==> config.mk <==
export PLATFORM = sky130hd
export DESIGN_NAME = char_stream_tokenizer_unit
export DESIGN_NICKNAME = d
export VERILOG_FILES = /design/src/hw/rtl/csttok_pkg.sv /design/src/hw/rtl/char_stream_tokenizer_unit.sv /design/src/hw/rtl/csttok_rsp_queue.sv
export SDC_FILE = /design/constraint.sdc
export NUM_CORES = 1
export LEC_CHECK = 0
export ABC_AREA = 1
export ABC_CLOCK_PERIOD_IN_PS = 9700
export BUFFER_PORTS_ARGS = -buffer_cell sky130_fd_sc_hd__buf_2
export CAP_MARGIN = 0
export CORE_MARGIN = 2
export CORE_UTILIZATION = 39
export CTS_BUF_LIST = sky130_fd_sc_hd__clkbuf_2
export CTS_CLUSTER_SIZE = 24
export DETAILED_ROUTE_END_ITERATION = 8
export PLACE_DENSITY = 0.59
export SLEW_MARGIN = 5
export SYNTH_ARGS = -nofsm -noshare
export SYNTH_HDL_FRONTEND = slang
export SYNTH_HIERARCHICAL = 1
export SYNTH_SLANG_ARGS = --single-unit
export TNS_END_PERCENT = 1
==> constraint.sdc <==
create_clock -name clock -period 9.7 [get_ports clock]
set_input_delay 0.485 -clock clock [delete_from_list [all_inputs] [get_ports clock]]
set_output_delay 0.485 -clock clock [all_outputs]
set_load 0.005 [all_outputs]
==> src/hw/rtl/csttok_pkg.sv <==
// Package for the character stream tokenizer: codes, scan modes, character classes, keywords.
`default_nettype none
package csttok_pkg;

   localparam int OFFSET_WIDTH_DEF = 24;
   localparam int LINE_WIDTH_DEF   = 20;
   localparam int COLUMN_WIDTH_DEF = 16;

   localparam int KIND_W    = 5;
   localparam int ERR_W     = 2;
   localparam int CHAR_W    = 8;
   localparam int KW_BUF_W  = 48;
   localparam int KW_MAX    = 6;
   localparam int KW_COUNT  = 8;

   localparam logic [KIND_W-1:0] KIND_END      = 5'd0;
   localparam logic [KIND_W-1:0] KIND_LPAREN   = 5'd1;
   localparam logic [KIND_W-1:0] KIND_RPAREN   = 5'd2;
   localparam logic [KIND_W-1:0] KIND_LBRACE   = 5'd3;
   localparam logic [KIND_W-1:0] KIND_RBRACE   = 5'd4;
   localparam logic [KIND_W-1:0] KIND_SEMI     = 5'd5;
   localparam logic [KIND_W-1:0] KIND_COLON    = 5'd6;
   localparam logic [KIND_W-1:0] KIND_COMMA    = 5'd7;
   localparam logic [KIND_W-1:0] KIND_STRING   = 5'd8;
   localparam logic [KIND_W-1:0] KIND_IDENT    = 5'd9;
   localparam logic [KIND_W-1:0] KIND_INT      = 5'd10;
   localparam logic [KIND_W-1:0] KIND_KEYWORD0 = 5'd11;
   localparam logic [KIND_W-1:0] KIND_ERROR    = 5'd19;

   localparam logic [ERR_W-1:0] ERR_NONE    = 2'd0;
   localparam logic [ERR_W-1:0] ERR_UNTERM  = 2'd1;
   localparam logic [ERR_W-1:0] ERR_UNKNOWN = 2'd2;

   localparam logic [CHAR_W-1:0] CHAR_QUOTE = 8'h22;
   localparam logic [CHAR_W-1:0] CHAR_LF    = 8'h0A;
   localparam logic [CHAR_W-1:0] CHAR_UNDER = 8'h5F;

   typedef enum logic [2:0] {
      MODE_IDLE   = 3'd0,
      MODE_IDENT  = 3'd1,
      MODE_INT    = 3'd2,
      MODE_STRING = 3'd3,
      MODE_HALT   = 3'd4
   } csttok_mode_type;

   // Write strobes into the result queue: second is only set together with first.
   typedef struct packed {
      logic first;
      logic second;
   } csttok_push_type;

   // Keyword text, right aligned, oldest character in the highest used byte.
   localparam logic [KW_BUF_W-1:0] KW_TEXT [KW_COUNT] = '{
      48'h0000_0000_666E,   // fn
      48'h7265_7475_726E,   // return
      48'h0000_0069_6E74,   // int
      48'h0000_0073_7472,   // str
      48'h0000_766F_6964,   // void
      48'h0000_626F_6F6C,   // bool
      48'h0000_7472_7565,   // true
      48'h0066_616C_7365    // false
   };

   function automatic logic is_alpha(input logic [CHAR_W-1:0] c);
      return (c >= 8'h61 && c <= 8'h7A) || (c >= 8'h41 && c <= 8'h5A);
   endfunction

   function automatic logic is_digit(input logic [CHAR_W-1:0] c);
      return c >= 8'h30 && c <= 8'h39;
   endfunction

   function automatic logic is_space(input logic [CHAR_W-1:0] c);
      return c == 8'h20 || (c >= 8'h09 && c <= 8'h0D);
   endfunction

   function automatic logic is_ident_char(input logic [CHAR_W-1:0] c);
      return is_alpha(c) || is_digit(c) || c == CHAR_UNDER;
   endfunction

   // Kind of a punctuation character, or KIND_END where the character is none.
   function automatic logic [KIND_W-1:0] punct_kind(input logic [CHAR_W-1:0] c);
      logic [KIND_W-1:0] k;
      case (c)
         8'h28: k = KIND_LPAREN;
         8'h29: k = KIND_RPAREN;
         8'h7B: k = KIND_LBRACE;
         8'h7D: k = KIND_RBRACE;
         8'h3B: k = KIND_SEMI;
         8'h3A: k = KIND_COLON;
         8'h2C: k = KIND_COMMA;
         default: k = KIND_END;
      endcase
      return k;
   endfunction

   // Identifier or keyword kind for a closed identifier.
   function automatic logic [KIND_W-1:0] ident_kind(input logic [KW_BUF_W-1:0] buf_text,
                                                    input logic too_long);
      logic [KIND_W-1:0] k;
      k = KIND_IDENT;
      if (!too_long) begin
         for (int i = 0; i < KW_COUNT; i++) begin
            if (buf_text == KW_TEXT[i]) begin
               k = KIND_KEYWORD0 + KIND_W'(i);
            end
         end
      end
      return k;
   endfunction

endpackage
`default_nettype wire

==> src/hw/rtl/char_stream_tokenizer_unit.sv <==
// Top level of the character stream tokenizer: scanner state and result packing.
// The tokens caused by a character are written into the result queue at its transfer.
// Throughput: one item per cycle; a character that ends a word and gives a token or an
// error itself, or an end marker that flushes a word, gives two results, drained one per
// cycle while rsp_tready is high; req_tready drops while more than two results wait.
// Reset: synchronous, active high; scanner to idle at offset 0, line 1, column 0; queue emptied.
`default_nettype none
module char_stream_tokenizer_unit #(
   parameter int OFFSET_WIDTH = csttok_pkg::OFFSET_WIDTH_DEF,
   parameter int LINE_WIDTH   = csttok_pkg::LINE_WIDTH_DEF,
   parameter int COLUMN_WIDTH = csttok_pkg::COLUMN_WIDTH_DEF,
   localparam int FIELDS_W    = csttok_pkg::KIND_W + 2 * OFFSET_WIDTH + LINE_WIDTH
                                + COLUMN_WIDTH + csttok_pkg::ERR_W,
   localparam int RSP_DATA_W  = ((FIELDS_W + 7) / 8) * 8
) (
   input  wire logic                  clock,
   input  wire logic                  reset,
   // Input channel.
   input  wire logic                  req_tvalid,
   output logic                       req_tready,
   input  wire logic [7:0]            req_tdata,   // [7:0] char_code
   input  wire logic                  req_tuser,   // [0] end_of_input
   // Result channel.
   output logic                       rsp_tvalid,
   input  wire logic                  rsp_tready,
   // From bit 0 up: token_kind, token_start, token_length, token_line, token_column,
   // error_code, then zero padding to a whole number of bytes.
   output logic [RSP_DATA_W-1:0]      rsp_tdata,
   output logic                       rsp_tlast    // last_of_run
);
   import csttok_pkg::*;

   typedef struct packed {
      logic [ERR_W-1:0]        err;
      logic [COLUMN_WIDTH-1:0] column;
      logic [LINE_WIDTH-1:0]   line;
      logic [OFFSET_WIDTH-1:0] length;
      logic [OFFSET_WIDTH-1:0] start;
      logic [KIND_W-1:0]       kind;
   } tok_type;

   localparam int ENTRY_W = FIELDS_W + 1;

   // Scanner state.
   csttok_mode_type         mode_ff, mode_in;
   logic [OFFSET_WIDTH-1:0] position_ff, position_in;
   logic [OFFSET_WIDTH-1:0] pend_start_ff, pend_start_in;
   logic [LINE_WIDTH-1:0]   line_ff, line_in;
   logic [COLUMN_WIDTH-1:0] column_ff, column_in;
   logic [LINE_WIDTH-1:0]   pend_line_ff, pend_line_in;
   logic [COLUMN_WIDTH-1:0] pend_column_ff, pend_column_in;
   logic [KW_BUF_W-1:0]     kw_buf_ff, kw_buf_in;
   logic                    too_long_ff, too_long_in;

   logic                    accept;
   logic [CHAR_W-1:0]       c;
   logic                    eoi;
   logic [KIND_W-1:0]       pkind;
   logic                    c_punct;
   logic                    c_quote;
   logic                    c_lf;
   logic                    c_ident_start;
   logic                    c_digit;
   logic                    c_space;
   logic                    in_word;
   logic                    word_ends;
   logic                    go_idle;
   logic                    opens;
   logic [OFFSET_WIDTH-1:0] len_now;

   logic                    flush_v;
   logic                    char_v;
   tok_type                 flush_tok;
   tok_type                 char_tok;
   tok_type                 word_tok;
   tok_type                 idle_tok;
   tok_type                 unterm_tok;

   csttok_push_type         push;
   logic [ENTRY_W-1:0]      din_first;
   logic [ENTRY_W-1:0]      din_second;
   logic [ENTRY_W-1:0]      dout;
   logic                    has_room;
   logic                    pop;

   assign req_tready = has_room;
   assign accept     = req_tvalid && req_tready;
   assign pop        = rsp_tvalid && rsp_tready;
   assign c          = req_tdata;
   assign eoi        = req_tuser;

   // Character classes of the incoming byte.
   assign pkind         = punct_kind(c);
   assign c_punct       = pkind != KIND_END;
   assign c_quote       = c == CHAR_QUOTE;
   assign c_lf          = c == CHAR_LF;
   assign c_ident_start = is_alpha(c) || c == CHAR_UNDER;
   assign c_digit       = is_digit(c);
   assign c_space       = is_space(c);

   // An open identifier or integer closes on the first character that cannot extend it;
   // that character is then handled as though the scanner were idle.
   assign in_word   = mode_ff == MODE_IDENT || mode_ff == MODE_INT;
   assign word_ends = (mode_ff == MODE_IDENT && !is_ident_char(c))
                      || (mode_ff == MODE_INT && !c_digit);
   assign go_idle   = !eoi && (mode_ff == MODE_IDLE || word_ends);
   assign opens     = go_idle && (c_quote || c_ident_start || c_digit);
   assign len_now   = position_ff - pend_start_ff;

   // Candidate tokens.
   always_comb begin
      word_tok.kind   = (mode_ff == MODE_IDENT) ? ident_kind(kw_buf_ff, too_long_ff)
                                                : KIND_INT;
      word_tok.start  = pend_start_ff;
      word_tok.length = len_now;
      word_tok.line   = pend_line_ff;
      word_tok.column = pend_column_ff;
      word_tok.err    = ERR_NONE;

      unterm_tok        = word_tok;
      unterm_tok.kind   = KIND_ERROR;
      unterm_tok.err    = ERR_UNTERM;

      idle_tok.kind   = c_punct ? pkind : KIND_ERROR;
      idle_tok.start  = position_ff;
      idle_tok.length = OFFSET_WIDTH'(1);
      idle_tok.line   = line_ff;
      idle_tok.column = column_ff;
      idle_tok.err    = c_punct ? ERR_NONE : ERR_UNKNOWN;
   end

   // Results of the accepted item: an optional flushed word, then an optional token
   // caused by the character or the end marker itself.
   always_comb begin
      flush_v   = 1'b0;
      char_v    = 1'b0;
      flush_tok = word_tok;
      char_tok  = idle_tok;
      if (mode_ff != MODE_HALT) begin
         if (eoi) begin
            flush_v = in_word;
            char_v  = 1'b1;
            if (mode_ff == MODE_STRING) begin
               char_tok = unterm_tok;
            end else begin
               char_tok.kind   = KIND_END;
               char_tok.start  = position_ff;
               char_tok.length = '0;
               char_tok.line   = line_ff;
               char_tok.column = column_ff;
               char_tok.err    = ERR_NONE;
            end
         end else if (mode_ff == MODE_STRING) begin
            if (c_quote) begin
               char_v          = 1'b1;
               char_tok        = word_tok;
               char_tok.kind   = KIND_STRING;
               char_tok.length = len_now + OFFSET_WIDTH'(1);
            end else if (c_lf) begin
               char_v   = 1'b1;
               char_tok = unterm_tok;
            end
         end else if (go_idle) begin
            flush_v = word_ends;
            // Whitespace and characters that open a token give nothing yet.
            char_v  = c_punct || !(c_space || c_quote || c_ident_start || c_digit);
         end
      end
   end

   // Next scan mode.
   always_comb begin
      mode_in = mode_ff;
      case (mode_ff)
         MODE_HALT: begin
            mode_in = MODE_HALT;
         end
         MODE_STRING: begin
            if (eoi || c_lf) begin
               mode_in = MODE_HALT;
            end else if (c_quote) begin
               mode_in = MODE_IDLE;
            end
         end
         MODE_IDLE, MODE_IDENT, MODE_INT: begin
            if (eoi) begin
               mode_in = MODE_IDLE;
            end else if (go_idle) begin
               if (c_punct || c_space) begin
                  mode_in = MODE_IDLE;
               end else if (c_quote) begin
                  mode_in = MODE_STRING;
               end else if (c_ident_start) begin
                  mode_in = MODE_IDENT;
               end else if (c_digit) begin
                  mode_in = MODE_INT;
               end else begin
                  mode_in = MODE_HALT;
               end
            end
         end
         default: begin
            mode_in = MODE_HALT;
         end
      endcase
   end

   // Counters, open token location and keyword buffer.
   always_comb begin
      position_in    = position_ff;
      line_in        = line_ff;
      column_in      = column_ff;
      pend_start_in  = pend_start_ff;
      pend_line_in   = pend_line_ff;
      pend_column_in = pend_column_ff;
      kw_buf_in      = kw_buf_ff;
      too_long_in    = too_long_ff;
      if (mode_ff != MODE_HALT && !eoi) begin
         // Offsets, lines and columns stop at their largest value.
         if (position_ff != '1) begin
            position_in = position_ff + OFFSET_WIDTH'(1);
         end
         if (c_lf) begin
            column_in = '0;
            if (line_ff != '1) begin
               line_in = line_ff + LINE_WIDTH'(1);
            end
         end else if (column_ff != '1) begin
            column_in = column_ff + COLUMN_WIDTH'(1);
         end
         if (opens) begin
            pend_start_in  = position_ff;
            pend_line_in   = line_ff;
            pend_column_in = column_ff;
         end
         if (go_idle && c_ident_start) begin
            kw_buf_in   = KW_BUF_W'(c);
            too_long_in = 1'b0;
         end else if (mode_ff == MODE_IDENT && !word_ends) begin
            // Keywords are at most six characters, so longer identifiers stop collecting.
            if (len_now >= OFFSET_WIDTH'(KW_MAX)) begin
               too_long_in = 1'b1;
            end else begin
               kw_buf_in = {kw_buf_ff[KW_BUF_W-CHAR_W-1:0], c};
            end
         end
      end
   end

   always_ff @(posedge clock) begin
      if (reset) begin
         mode_ff        <= MODE_IDLE;
         position_ff    <= '0;
         pend_start_ff  <= '0;
         line_ff        <= LINE_WIDTH'(1);
         column_ff      <= '0;
         pend_line_ff   <= '0;
         pend_column_ff <= '0;
         kw_buf_ff      <= '0;
         too_long_ff    <= 1'b0;
      end else if (accept) begin
         mode_ff        <= mode_in;
         position_ff    <= position_in;
         pend_start_ff  <= pend_start_in;
         line_ff        <= line_in;
         column_ff      <= column_in;
         pend_line_ff   <= pend_line_in;
         pend_column_ff <= pend_column_in;
         kw_buf_ff      <= kw_buf_in;
         too_long_ff    <= too_long_in;
      end
   end

   // The first queue slot takes the flushed word if there is one, else the other token;
   // the final result of the transfer carries the last-of-run flag.
   always_comb begin
      push.first  = accept && (flush_v || char_v);
      push.second = accept && flush_v && char_v;
      if (flush_v) begin
         din_first = {!char_v, flush_tok};
      end else begin
         din_first = {1'b1, char_tok};
      end
      din_second = {1'b1, char_tok};
   end

   csttok_rsp_queue #(
      .ENTRY_W (ENTRY_W)
   ) u_rsp_queue (
      .clock      (clock),
      .reset      (reset),
      .push       (push),
      .din_first  (din_first),
      .din_second (din_second),
      .pop        (pop),
      .dout       (dout),
      .not_empty  (rsp_tvalid),
      .has_room   (has_room)
   );

   assign rsp_tdata = RSP_DATA_W'(dout[FIELDS_W-1:0]);
   assign rsp_tlast = dout[FIELDS_W];

endmodule
`default_nettype wire

==> src/hw/rtl/csttok_rsp_queue.sv <==
// Four-entry result queue taking up to two entries and giving one entry per cycle when popped.
`default_nettype none
module csttok_rsp_queue #(
   parameter int ENTRY_W = 92
) (
   input  wire logic                    clock,
   input  wire logic                    reset,
   input  wire csttok_pkg::csttok_push_type push,
   input  wire logic [ENTRY_W-1:0]      din_first,
   input  wire logic [ENTRY_W-1:0]      din_second,
   input  wire logic                    pop,
   output logic [ENTRY_W-1:0]           dout,
   output logic                         not_empty,
   output logic                         has_room
);
   import csttok_pkg::*;

   localparam int DEPTH = 4;
   localparam int PTR_W = $clog2(DEPTH);

   logic [ENTRY_W-1:0] mem_ff [DEPTH];
   logic [PTR_W-1:0]   wr_ptr_ff, wr_ptr_in;
   logic [PTR_W-1:0]   rd_ptr_ff, rd_ptr_in;
   logic [PTR_W:0]     count_ff, count_in;
   logic [PTR_W-1:0]   wr_next;

   assign wr_next   = wr_ptr_ff + PTR_W'(1);
   assign not_empty = count_ff != '0;
   assign has_room  = count_ff <= (PTR_W+1)'(DEPTH - 2);
   assign dout      = mem_ff[rd_ptr_ff];

   always_comb begin
      wr_ptr_in = wr_ptr_ff + PTR_W'(push.first) + PTR_W'(push.second);
      rd_ptr_in = rd_ptr_ff + PTR_W'(pop);
      count_in  = count_ff + (PTR_W+1)'(push.first) + (PTR_W+1)'(push.second)
                  - (PTR_W+1)'(pop);
   end

   always_ff @(posedge clock) begin
      if (push.first) begin
         mem_ff[wr_ptr_ff] <= din_first;
      end
      if (push.second) begin
         mem_ff[wr_next] <= din_second;
      end
   end

   always_ff @(posedge clock) begin
      if (reset) begin
         wr_ptr_ff <= '0;
         rd_ptr_ff <= '0;
         count_ff  <= '0;
      end else begin
         wr_ptr_ff <= wr_ptr_in;
         rd_ptr_ff <= rd_ptr_in;
         count_ff  <= count_in;
      end
   end

endmodule
`default_nettype wire
Word level (Yosys, flattened, before mapping)
Memory sizes are Yosys's and may differ from the RTL's. A register that Yosys moved wholly into a read port is not among the register bits.
Cells that the tools add are included.
{"block": "op_classes", "add_sub_neg": 12, "order_cmp": 10, "n_eq_ne": 29, "n_mux": 52, "n_reduce_logical": 53}
{"op": "$mux W91", "n": 5}
{"op": "$eq A48 B31 Y1 const B", "n": 3}
{"op": "$mux W48", "n": 3}
{"op": "$eq A48 B23 Y1 const B", "n": 2}
{"op": "$mux W92", "n": 1}
{"op": "$mux W90", "n": 1}
{"op": "$eq A8 B6 Y1 const B", "n": 7}
{"op": "$mux W5", "n": 10}
{"op": "$add A24 B1 Y24 const B", "n": 2}
{"op": "$eq A48 B15 Y1 const B", "n": 1}
{"op": "$eq A48 B39 Y1 const B", "n": 1}
{"op": "$eq A48 B47 Y1 const B", "n": 1}
{"op": "$mux W16", "n": 2}
{"op": "$eq A8 B7 Y1 const B", "n": 3}
{"op": "$ge A24 B3 Y1 const B", "n": 1}
{"op": "$mux W3", "n": 8}
{"op": "$ne A24 B24 Y1 const B", "n": 1}
{"op": "$sub A24 B24 Y24", "n": 1}
{"op": "$pmux W3 S7", "n": 1}
{"op": "$add A20 B1 Y20 const B", "n": 1}
{"op": "$ne A20 B20 Y1 const B", "n": 1}
{"op": "$logic_or A1 B1 Y1", "n": 17}
{"op": "$mux W1", "n": 17}
{"op": "$add A16 B1 Y16 const B", "n": 1}
{"op": "other kinds (29)", "n": 65}
{"block": "word_totals", "reg_bits": 179, "ramBits": 368, "in_bits": 13, "output_inout_bits": 99, "wordCells": 169, "mem_count": 1}
{"memory": "u_rsp_queue.mem_ff", "depth": 4, "width": 92, "read_ports": 1, "rd_ports_with_merged_regs": 1, "write_ports": 2, "line": "csttok_rsp_queue.sv:21", "rtl": "logic [ENTRY_W-1:0] mem_ff [DEPTH];"}

Longest topological paths before layout
Gate-level depths: netlist of run 1.
{"block": "depth", "ltp_word": 19, "mapped_depth": 25, "ltp_nobuf": 25}

Modules after synthesis
Netlist of run 1, hierarchy kept.
{"module": "csttok_rsp_queue", "n_inst": 1, "cells_per_inst": 2735, "area_each_um2": 21431.8, "seq_area_each_um2": 11190.7}
{"module": "char_stream_tokenizer_unit", "n_inst": 1, "cells_per_inst": 2144, "area_each_um2": 12728.5, "seq_area_each_um2": 3443.3}

Least setup slack after synthesis of run 1
Ideal clock, no wire load.
{"block": "synth_timing", "kind": "input-to-reg", "start": "input port req_tdata[6]", "end": "memory u_rsp_queue.mem_ff[3][0] (enable)", "setup_time_ns": 0.454, "arrival_time_ns": 4.497, "required_ns": 9.246, "path_slack_ns": 4.750, "stages": 18, "n_path_buf": 3, "cell_sequence": "nor2_1 nand3_1 inv_1 nand3_1 nor2_1 inv_1 nand2_1 inv_1 nand2_1 nand2_1 o21ai_0 nand2_1 nor2_1 buf_4 nand3_1 buf_4 buf_4 nand2_1"}
{"element": "start, declared", "line": "char_stream_tokenizer_unit.sv:21", "rtl": "input wire logic [7:0] req_tdata,"}
{"element": "end, declared", "line": "csttok_rsp_queue.sv:21"}

==> results.txt, run 1 <==
Post-synthesis sequential area ratio -> 42.8%
Pre-antenna DRT Iters -> 7
PortBufs -> 106
Min Hold Slack -> 203 ps
Clk pwr share -> 23.7%
Final clock skew -> 84.5 ps
Nets -> 4982
Max H-tree Level -> 4
Yosys reg bits -> 547
# rows -> 108
Syn Area/Cell -> 7.00 um^2
Post-synthesis async set-or-reset flop share -> 0%
Vias in the first global route -> 30.1k
Int Pwr -> 4.17 mW
CP max stage delay -> 860 ps
CTS Sinks -> 547
Post-Syn Area -> 34200 um^2
ANT nets after route -> 0
Combinational share of power -> 36.1%
Grt ovf -> 0
Remaining DRCs -> 0
Placed inst area -> 35000 um^2
RSZ-0062 raised after global routing -> no
Vert. Die Dim -> 300 um
WS Path Type -> primary input to flop
Register share of total power -> 40.2%
CP Max Fanout -> 101
First-pass GRT wire length -> 168000 um
Initial antenna violation count -> 2
Wire per inst -> 17.1 um
Library cells used by synthesis -> 53
Clock latency on the worst-skew pair -> 1360 ps
Most used cell, CP -> nand2_1
Switching part of the total -> 42.3%
Clk root buf -> clkbuf_2
Total wire length -> 106000 um
Worst r2r path cells -> 15
Endpoints failing setup -> 0
Share of layout cells above drive strength 1 -> 9.23%
Setup crit end kind -> flop
Die width -> 300 um
Core footprint -> 86800 um^2
Max Freq -> 0.158 GHz
Final Cell Area -> 36800 um^2
P_sw -> 3.05 mW
GP Congestion -> 0.936
Hold Path Depth -> 4
Most common cell in the netlist -> nand2_1
Leakage -> 17.5 nW
Area added between synthesis and finish -> 7.67%
Share of the synthesized area in the top cell type -> 32.3%
Maxcap violations -> 0
CTS Buffer Depth -> 3
Power Total -> 7.22 mW
Die area -> 90000 um^2
Crit path launch type -> primary input
Status -> complete, no violations
Synth Warn # -> 6
CTS tree -> yes
Dpl hpwl -> 65700 um
Reg2reg setup slack -> 3400 ps
WP data required -> 10640 ps
Cell Chain, Critical Path -> dlygate4sd3_1, buf_2, dlygate4sd3_1, inv_2, nor2_2, nand3_1, nand2_1, nand2_1, nand3_1, nand3_1, nand2_1, nor2_1, inv_1, nand2_4, clkinv_1, buf_4, nand2_1, nor2_4, buf_4, nand3_4, nand2_4, buf_4
HP Class -> primary input to flop
Reg2reg start -> mode_ff[0]
Vias -> 31.8k
Largest net degree at the start of global routing -> 108
Setup tns final -> 0 ps
TritonCTS buffer count -> 153
EDFF count, synth -> 368
Final min period -> 6350 ps
Top post-synthesis cells by area -> edfxtp_1 (32%), nand2_1 (17%), dfxtp_1 (10%)
Worst setup path start -> req_tdata[3]
Vias per cell -> 5.13
Final worst path period share -> 65.4%
Final slew viol count -> 0
Synth cell count leaders -> nand2_1 (1580), inv_1 (862), nand3_1 (409)
Syn Inst Count -> 4879
Reg2reg end -> u_rsp_queue/mem_ff[3][52]
Initial Util -> 39.4%
Initial DRC Count -> 2786
Area leader, netlist -> edfxtp_1
GRT Total Usage -> 23.5%
CP endpoint -> u_rsp_queue/mem_ff[3][52]
Power per cell area -> 196 nW/um^2
Final Hold Viols -> 0
Worst-Margin Slew -> 1150 ps
Cts repair resizes -> 0
Main synth FF type -> edfxtp_1
Top Ports -> 112
CP max stage cell -> buf_4
Slew Limit Headroom -> 23.3%
Worst path arrival time -> 7290 ps
Peak supply drop -> 161 uV
Worst-path clk slew -> 100 ps
==> placed cells by master (no fill, tap or decap), drive strengths merged, types with 31 or more instances in the layout <==
cell	Yosys	layout
dfxtp	179	179
clkbuf	89	239
nand4	265	265
ha	31	31
nand3	414	414
nor2	182	182
nand2	1598	1598
o21ai	339	339
nor3	67	67
inv	875	874
a21oi	165	165
buf	193	139
edfxtp	368	368
dlygate4sd3	0	36
==> through the flow <==
step / setup WS [ps] / std cells / utilization, %
global placement: 3150 / 5898 / 40.4
CTS: 3390 / 6204 / 42.4
finish: 3350 / 6208 / 42.4
floorplan: 4750 / 4886 / -
global route: 2910 / 6208 / 42.4
detailed placement: 3190 / 5898 / 40.4
==> critical path, delay by kind of cell <==
kind	cells	cell delay [ps]
buffers and inverters	9	3490
and+or+nand+nor	13	3110
==> metal layers <==
| layer | vias to the layer above | track usage (%) | part of all wire, % |
|---|---|---|---|
| met5 | - | 0 | 0 |
| met4 | 0 | 8.76 | 2.5 |
| met3 | 175 | 3.94 | 6.5 |
| met2 | 1044 | 39.2 | 47 |
| met1 | 14700 | 30.6 | 44 |
| li1 | 15900 | - | - |
==> repair_timing <==
action,4_1_cts,5_1_grt
hold buffers,36,0
setup endpoints to repair,0,0
endpoints found under the hold margin,126,0
setup buffers,0,0
==> power by group through the flow <==
stage | Combinational [mW] | Sequential [mW] | Clock (mW)
6_report | 2.61 | 2.90 | 1.71
2_1_floorplan | 1.67 | 2.91 | 0
5_1_grt | 2.88 | 2.93 | 1.89
4_1_cts | 2.61 | 2.90 | 1.77
3_5_place_dp | 2.60 | 2.96 | 0
3_3_place_gp | 2.58 | 2.95 | 0
==> sequential cells by signal, summed over array words and instances, names as in the netlist <==
signal / flops
position_ff: 24
kw_buf_ff: 48
pend_line_ff: 20
u_rsp_queue/count_ff: 3
pend_column_ff: 16
mode_ff: 3
too_long_ff: 1
u_rsp_queue/wr_ptr_ff: 2
u_rsp_queue/mem_ff: 368
line_ff: 20
column_ff: 16
pend_start_ff: 24
u_rsp_queue/rd_ptr_ff: 2
==> kinds of logic after synthesis <==
| logic type | Yosys count | synth area share (%) |
|---|---|---|
| flops | 547 | 42.8 |
| other cells | 2 | 0.0220 |
| xor+xnor | 13 | 0.410 |
| mux | 8 | 0.234 |
| fa+ha+maj | 35 | 1.37 |
| compound gates | 544 | 8.27 |
| buf+inv | 1159 | 14.1 |
| simple gates | 2571 | 32.8 |
==> cell type report <==
cell class	count	area (um^2)
Clock inverter	31	178
Clock buffer	239	1200
Fill cell	9163	50000
Tap cell	1155	1450
Sequential cell	547	14600
Timing Repair Buffer	175	1140
Multi-Input combinational cell	3180	14900
Inverter	877	3310
Antenna cell	4	10.0
==> how the worst min path moves through the flow <==
stage                  startpoint                       end  slack [ps]
CTS                         reset  u_rsp_queue/rd_ptr_ff[1]          20
detailed placement  kw_buf_ff[43]             kw_buf_ff[43]         450
floorplan           kw_buf_ff[43]             kw_buf_ff[43]         430
finish                      reset  u_rsp_queue/rd_ptr_ff[1]         200
global placement    kw_buf_ff[42]             kw_buf_ff[42]         450
global route                reset  u_rsp_queue/rd_ptr_ff[1]         140
Power figures use the tool's default switching activity.
==> run 2, diff against run 1 <==
Settings changed: ABC_CLOCK_PERIOD_IN_PS 9700 to 6100.
Clock period 9.7 ns to 6.1 ns, I/O delays scaled along.
==> run 2 against run 1 <==
Net effect:
- clock skew grew 34 ps
- combinational power grew 56%
- power grew 61%
- cell area grew 0.72%
- sequential power grew 63%
- first-iteration DRC count shrank 12%
- largest power group unchanged
==> results.txt, run 2 (synthesis gave the netlist of run 1 again) <==
Final worst path period share -> 79.6%
Largest net degree at the start of global routing -> 207 (+92%)
Final worst setup slack -> 1240 ps (-2110 ps)
Top Registers -> u_rsp_queue/mem_ff (368), kw_buf_ff (48)
Maxcap violations -> 0 (unchanged)
Status -> complete, no violations
Remaining DRCs -> 0 (unchanged)
Pre-antenna DRT Iters -> 8 (+1)
Area occupied by multi-input gates -> 14900 um^2 (unchanged)
Register with the most flip-flops -> u_rsp_queue/mem_ff
Initial DRC Count -> 2456 (-12%)
Clock latency on the worst-skew pair -> 1440 ps (+80 ps)
Commonest non-fill, non-tap cell in the layout -> nand2_1
WS Path Type -> flop to primary output
Dpl hpwl -> 66000 um (+0.44%)
Setup tns final -> 0 ps (unchanged)
Vert. Die Dim -> 300 um (unchanged)
Most frequent cells in the layout -> nand2_1 (1574), inv_1 (860), nand3_1 (407)
Worst slack at placement -> 1010 ps (-2180 ps)
Total wire length -> 108000 um (+1.5%)
Initial Util -> 39.4% (unchanged)
PortBufs -> 106 (unchanged)
Nets -> 4997 (+0.30%)
Leakage -> 17.6 nW (+0.69%)
Reg2reg setup slack -> 1260 ps (-2140 ps)
CP Max Fanout -> 51 (-50%)
WP data required -> 5790 ps (-4850 ps)
Worst-path clk slew -> 90 ps (about the same)
Die width -> 300 um (unchanged)
CTS tree -> yes
Final slew viol count -> 0 (unchanged)
Worst path arrival time -> 4550 ps (-2740 ps)
Layout Utilization -> 42.7% (+0.30 points)
GRT Total Usage -> 23.7% (+0.20 points)
Vias -> 32.1k (+0.80%)
Max Freq -> 0.206 GHz
Largest register FFs -> 368 (unchanged)
Power Total -> 11.7 mW (+61%)
Share of layout cells above drive strength 1 -> 9.54% (+0.31 points)
Max H-tree Level -> 4 (unchanged)
Cts repair resizes -> 0 (unchanged)
Reg2reg start -> mode_ff[0]
Die area -> 90000 um^2 (unchanged)
Crit path launch type -> flop
Filler cell count -> 9026 (-1.5%)
Core footprint -> 86800 um^2 (unchanged)
Worst setup path start -> u_rsp_queue/rd_ptr_ff[1]
Reg2reg end -> u_rsp_queue/mem_ff[0][12]
Vias per cell -> 5.16 (+0.51%)
Final min period -> 4860 ps
CP endpoint -> rsp_tdata[29]
RSZ-0062 raised after global routing -> no
Grt ovf -> 0 (unchanged)
GP Congestion -> 0.952 (+1.7%)
Endpoints failing setup -> 0 (unchanged)
Final clock skew -> 118 ps (+33.9 ps)
Area added between synthesis and finish -> 8.44%
CTS Sinks -> 547 (unchanged)
Final Hold Viols -> 0 (unchanged)
Wire per inst -> 17.3 um (+1.2%)
# rows -> 108 (unchanged)
Power per cell area -> 315 nW/um^2 (+60%)
First-pass GRT wire length -> 169000 um (+0.72%)
Clk root buf -> clkbuf_2
TritonCTS buffer count -> 155 (+1.3%)
Worst-Margin Slew -> 1070 ps (-82.6 ps)
Initial antenna violation count -> 3 (+1)
ANT nets after route -> 0 (unchanged)
Slew Limit Headroom -> 28.8% (+5.5 points)
CTS Buffer Depth -> 3 (unchanged)
Worst r2r path cells -> 12 (-3)
Register Area -> 14600 um^2 (unchanged)
HP Class -> primary input to flop
Peak supply drop -> 274 uV (+70%)
Vias in the first global route -> 30.5k (+1.3%)
Setup crit end kind -> primary output
Top Ports -> 112 (unchanged)
## run 2: per-stage QoR
stage,hold WS (ps),instances,area (um^2)
after global routing,184,6221,37000
after global placement,444,5907,35200
final,201,6226,37000
after detailed placement,452,5907,35200
after CTS,31.7,6220,37000
after floorplan,376,4886,34200
## run 2: worst min path at each step
stage / start / to / cells after the start
after floorplan: reset / u_rsp_queue/rd_ptr_ff[0] / 1
after global placement: kw_buf_ff[43] / kw_buf_ff[43] / 2
after detailed placement: kw_buf_ff[43] / kw_buf_ff[43] / 2
after CTS: req_tdata[6] / mode_ff[1] / 9
after global routing: req_tdata[3] / mode_ff[1] / 7
final: req_tdata[3] / mode_ff[1] / 7
## run 2: layout make-up
cell class / instances / share of cell area (%)
Inverter: 877 / 8.92
Clock inverter: 33 / 0.672
Antenna cell: 6 / 0.0405
Tap cell: 1155 / 3.90
Multi-Input combinational cell: 3180 / 40.1
Sequential cell: 547 / 39.5
Timing Repair Buffer: 188 / 3.57
Clock buffer: 240 / 3.24
## run 2: layer usage
layer  part of all wire (%)  global-route usage [%]  vias up
met1                     43                    30.6    14900
met5                  0.012                       0        -
met4                    3.0                    9.18        2
met3                    6.0                    3.79      221
met2                     48                    39.9     1020
li1                       -                       -    15900
## run 2: critical path, cell delays in order (launching register included)
cell and delay, ps:
dfxtp_4 880, clkinv_2 1010, buf_4 680, nand3_1 180, nand2_1 180, buf_2 190
## run 2: power breakdown
| group | total (mW) | internal, mW | switching [mW] |
|---|---|---|---|
| Clock | 2.86 | 1.20 | 1.65 |
| Sequential | 4.74 | 4.44 | 0.300 |
| Combinational | 4.06 | 1.10 | 2.97 |
| Total | 11.7 | 6.74 | 4.92 |
## run 2: repair_timing
action | 4_1_cts | 5_1_grt
buffers inserted | 0 | 0
hold endpoints to repair | 200 | 0
hold buffers | 40 | 0
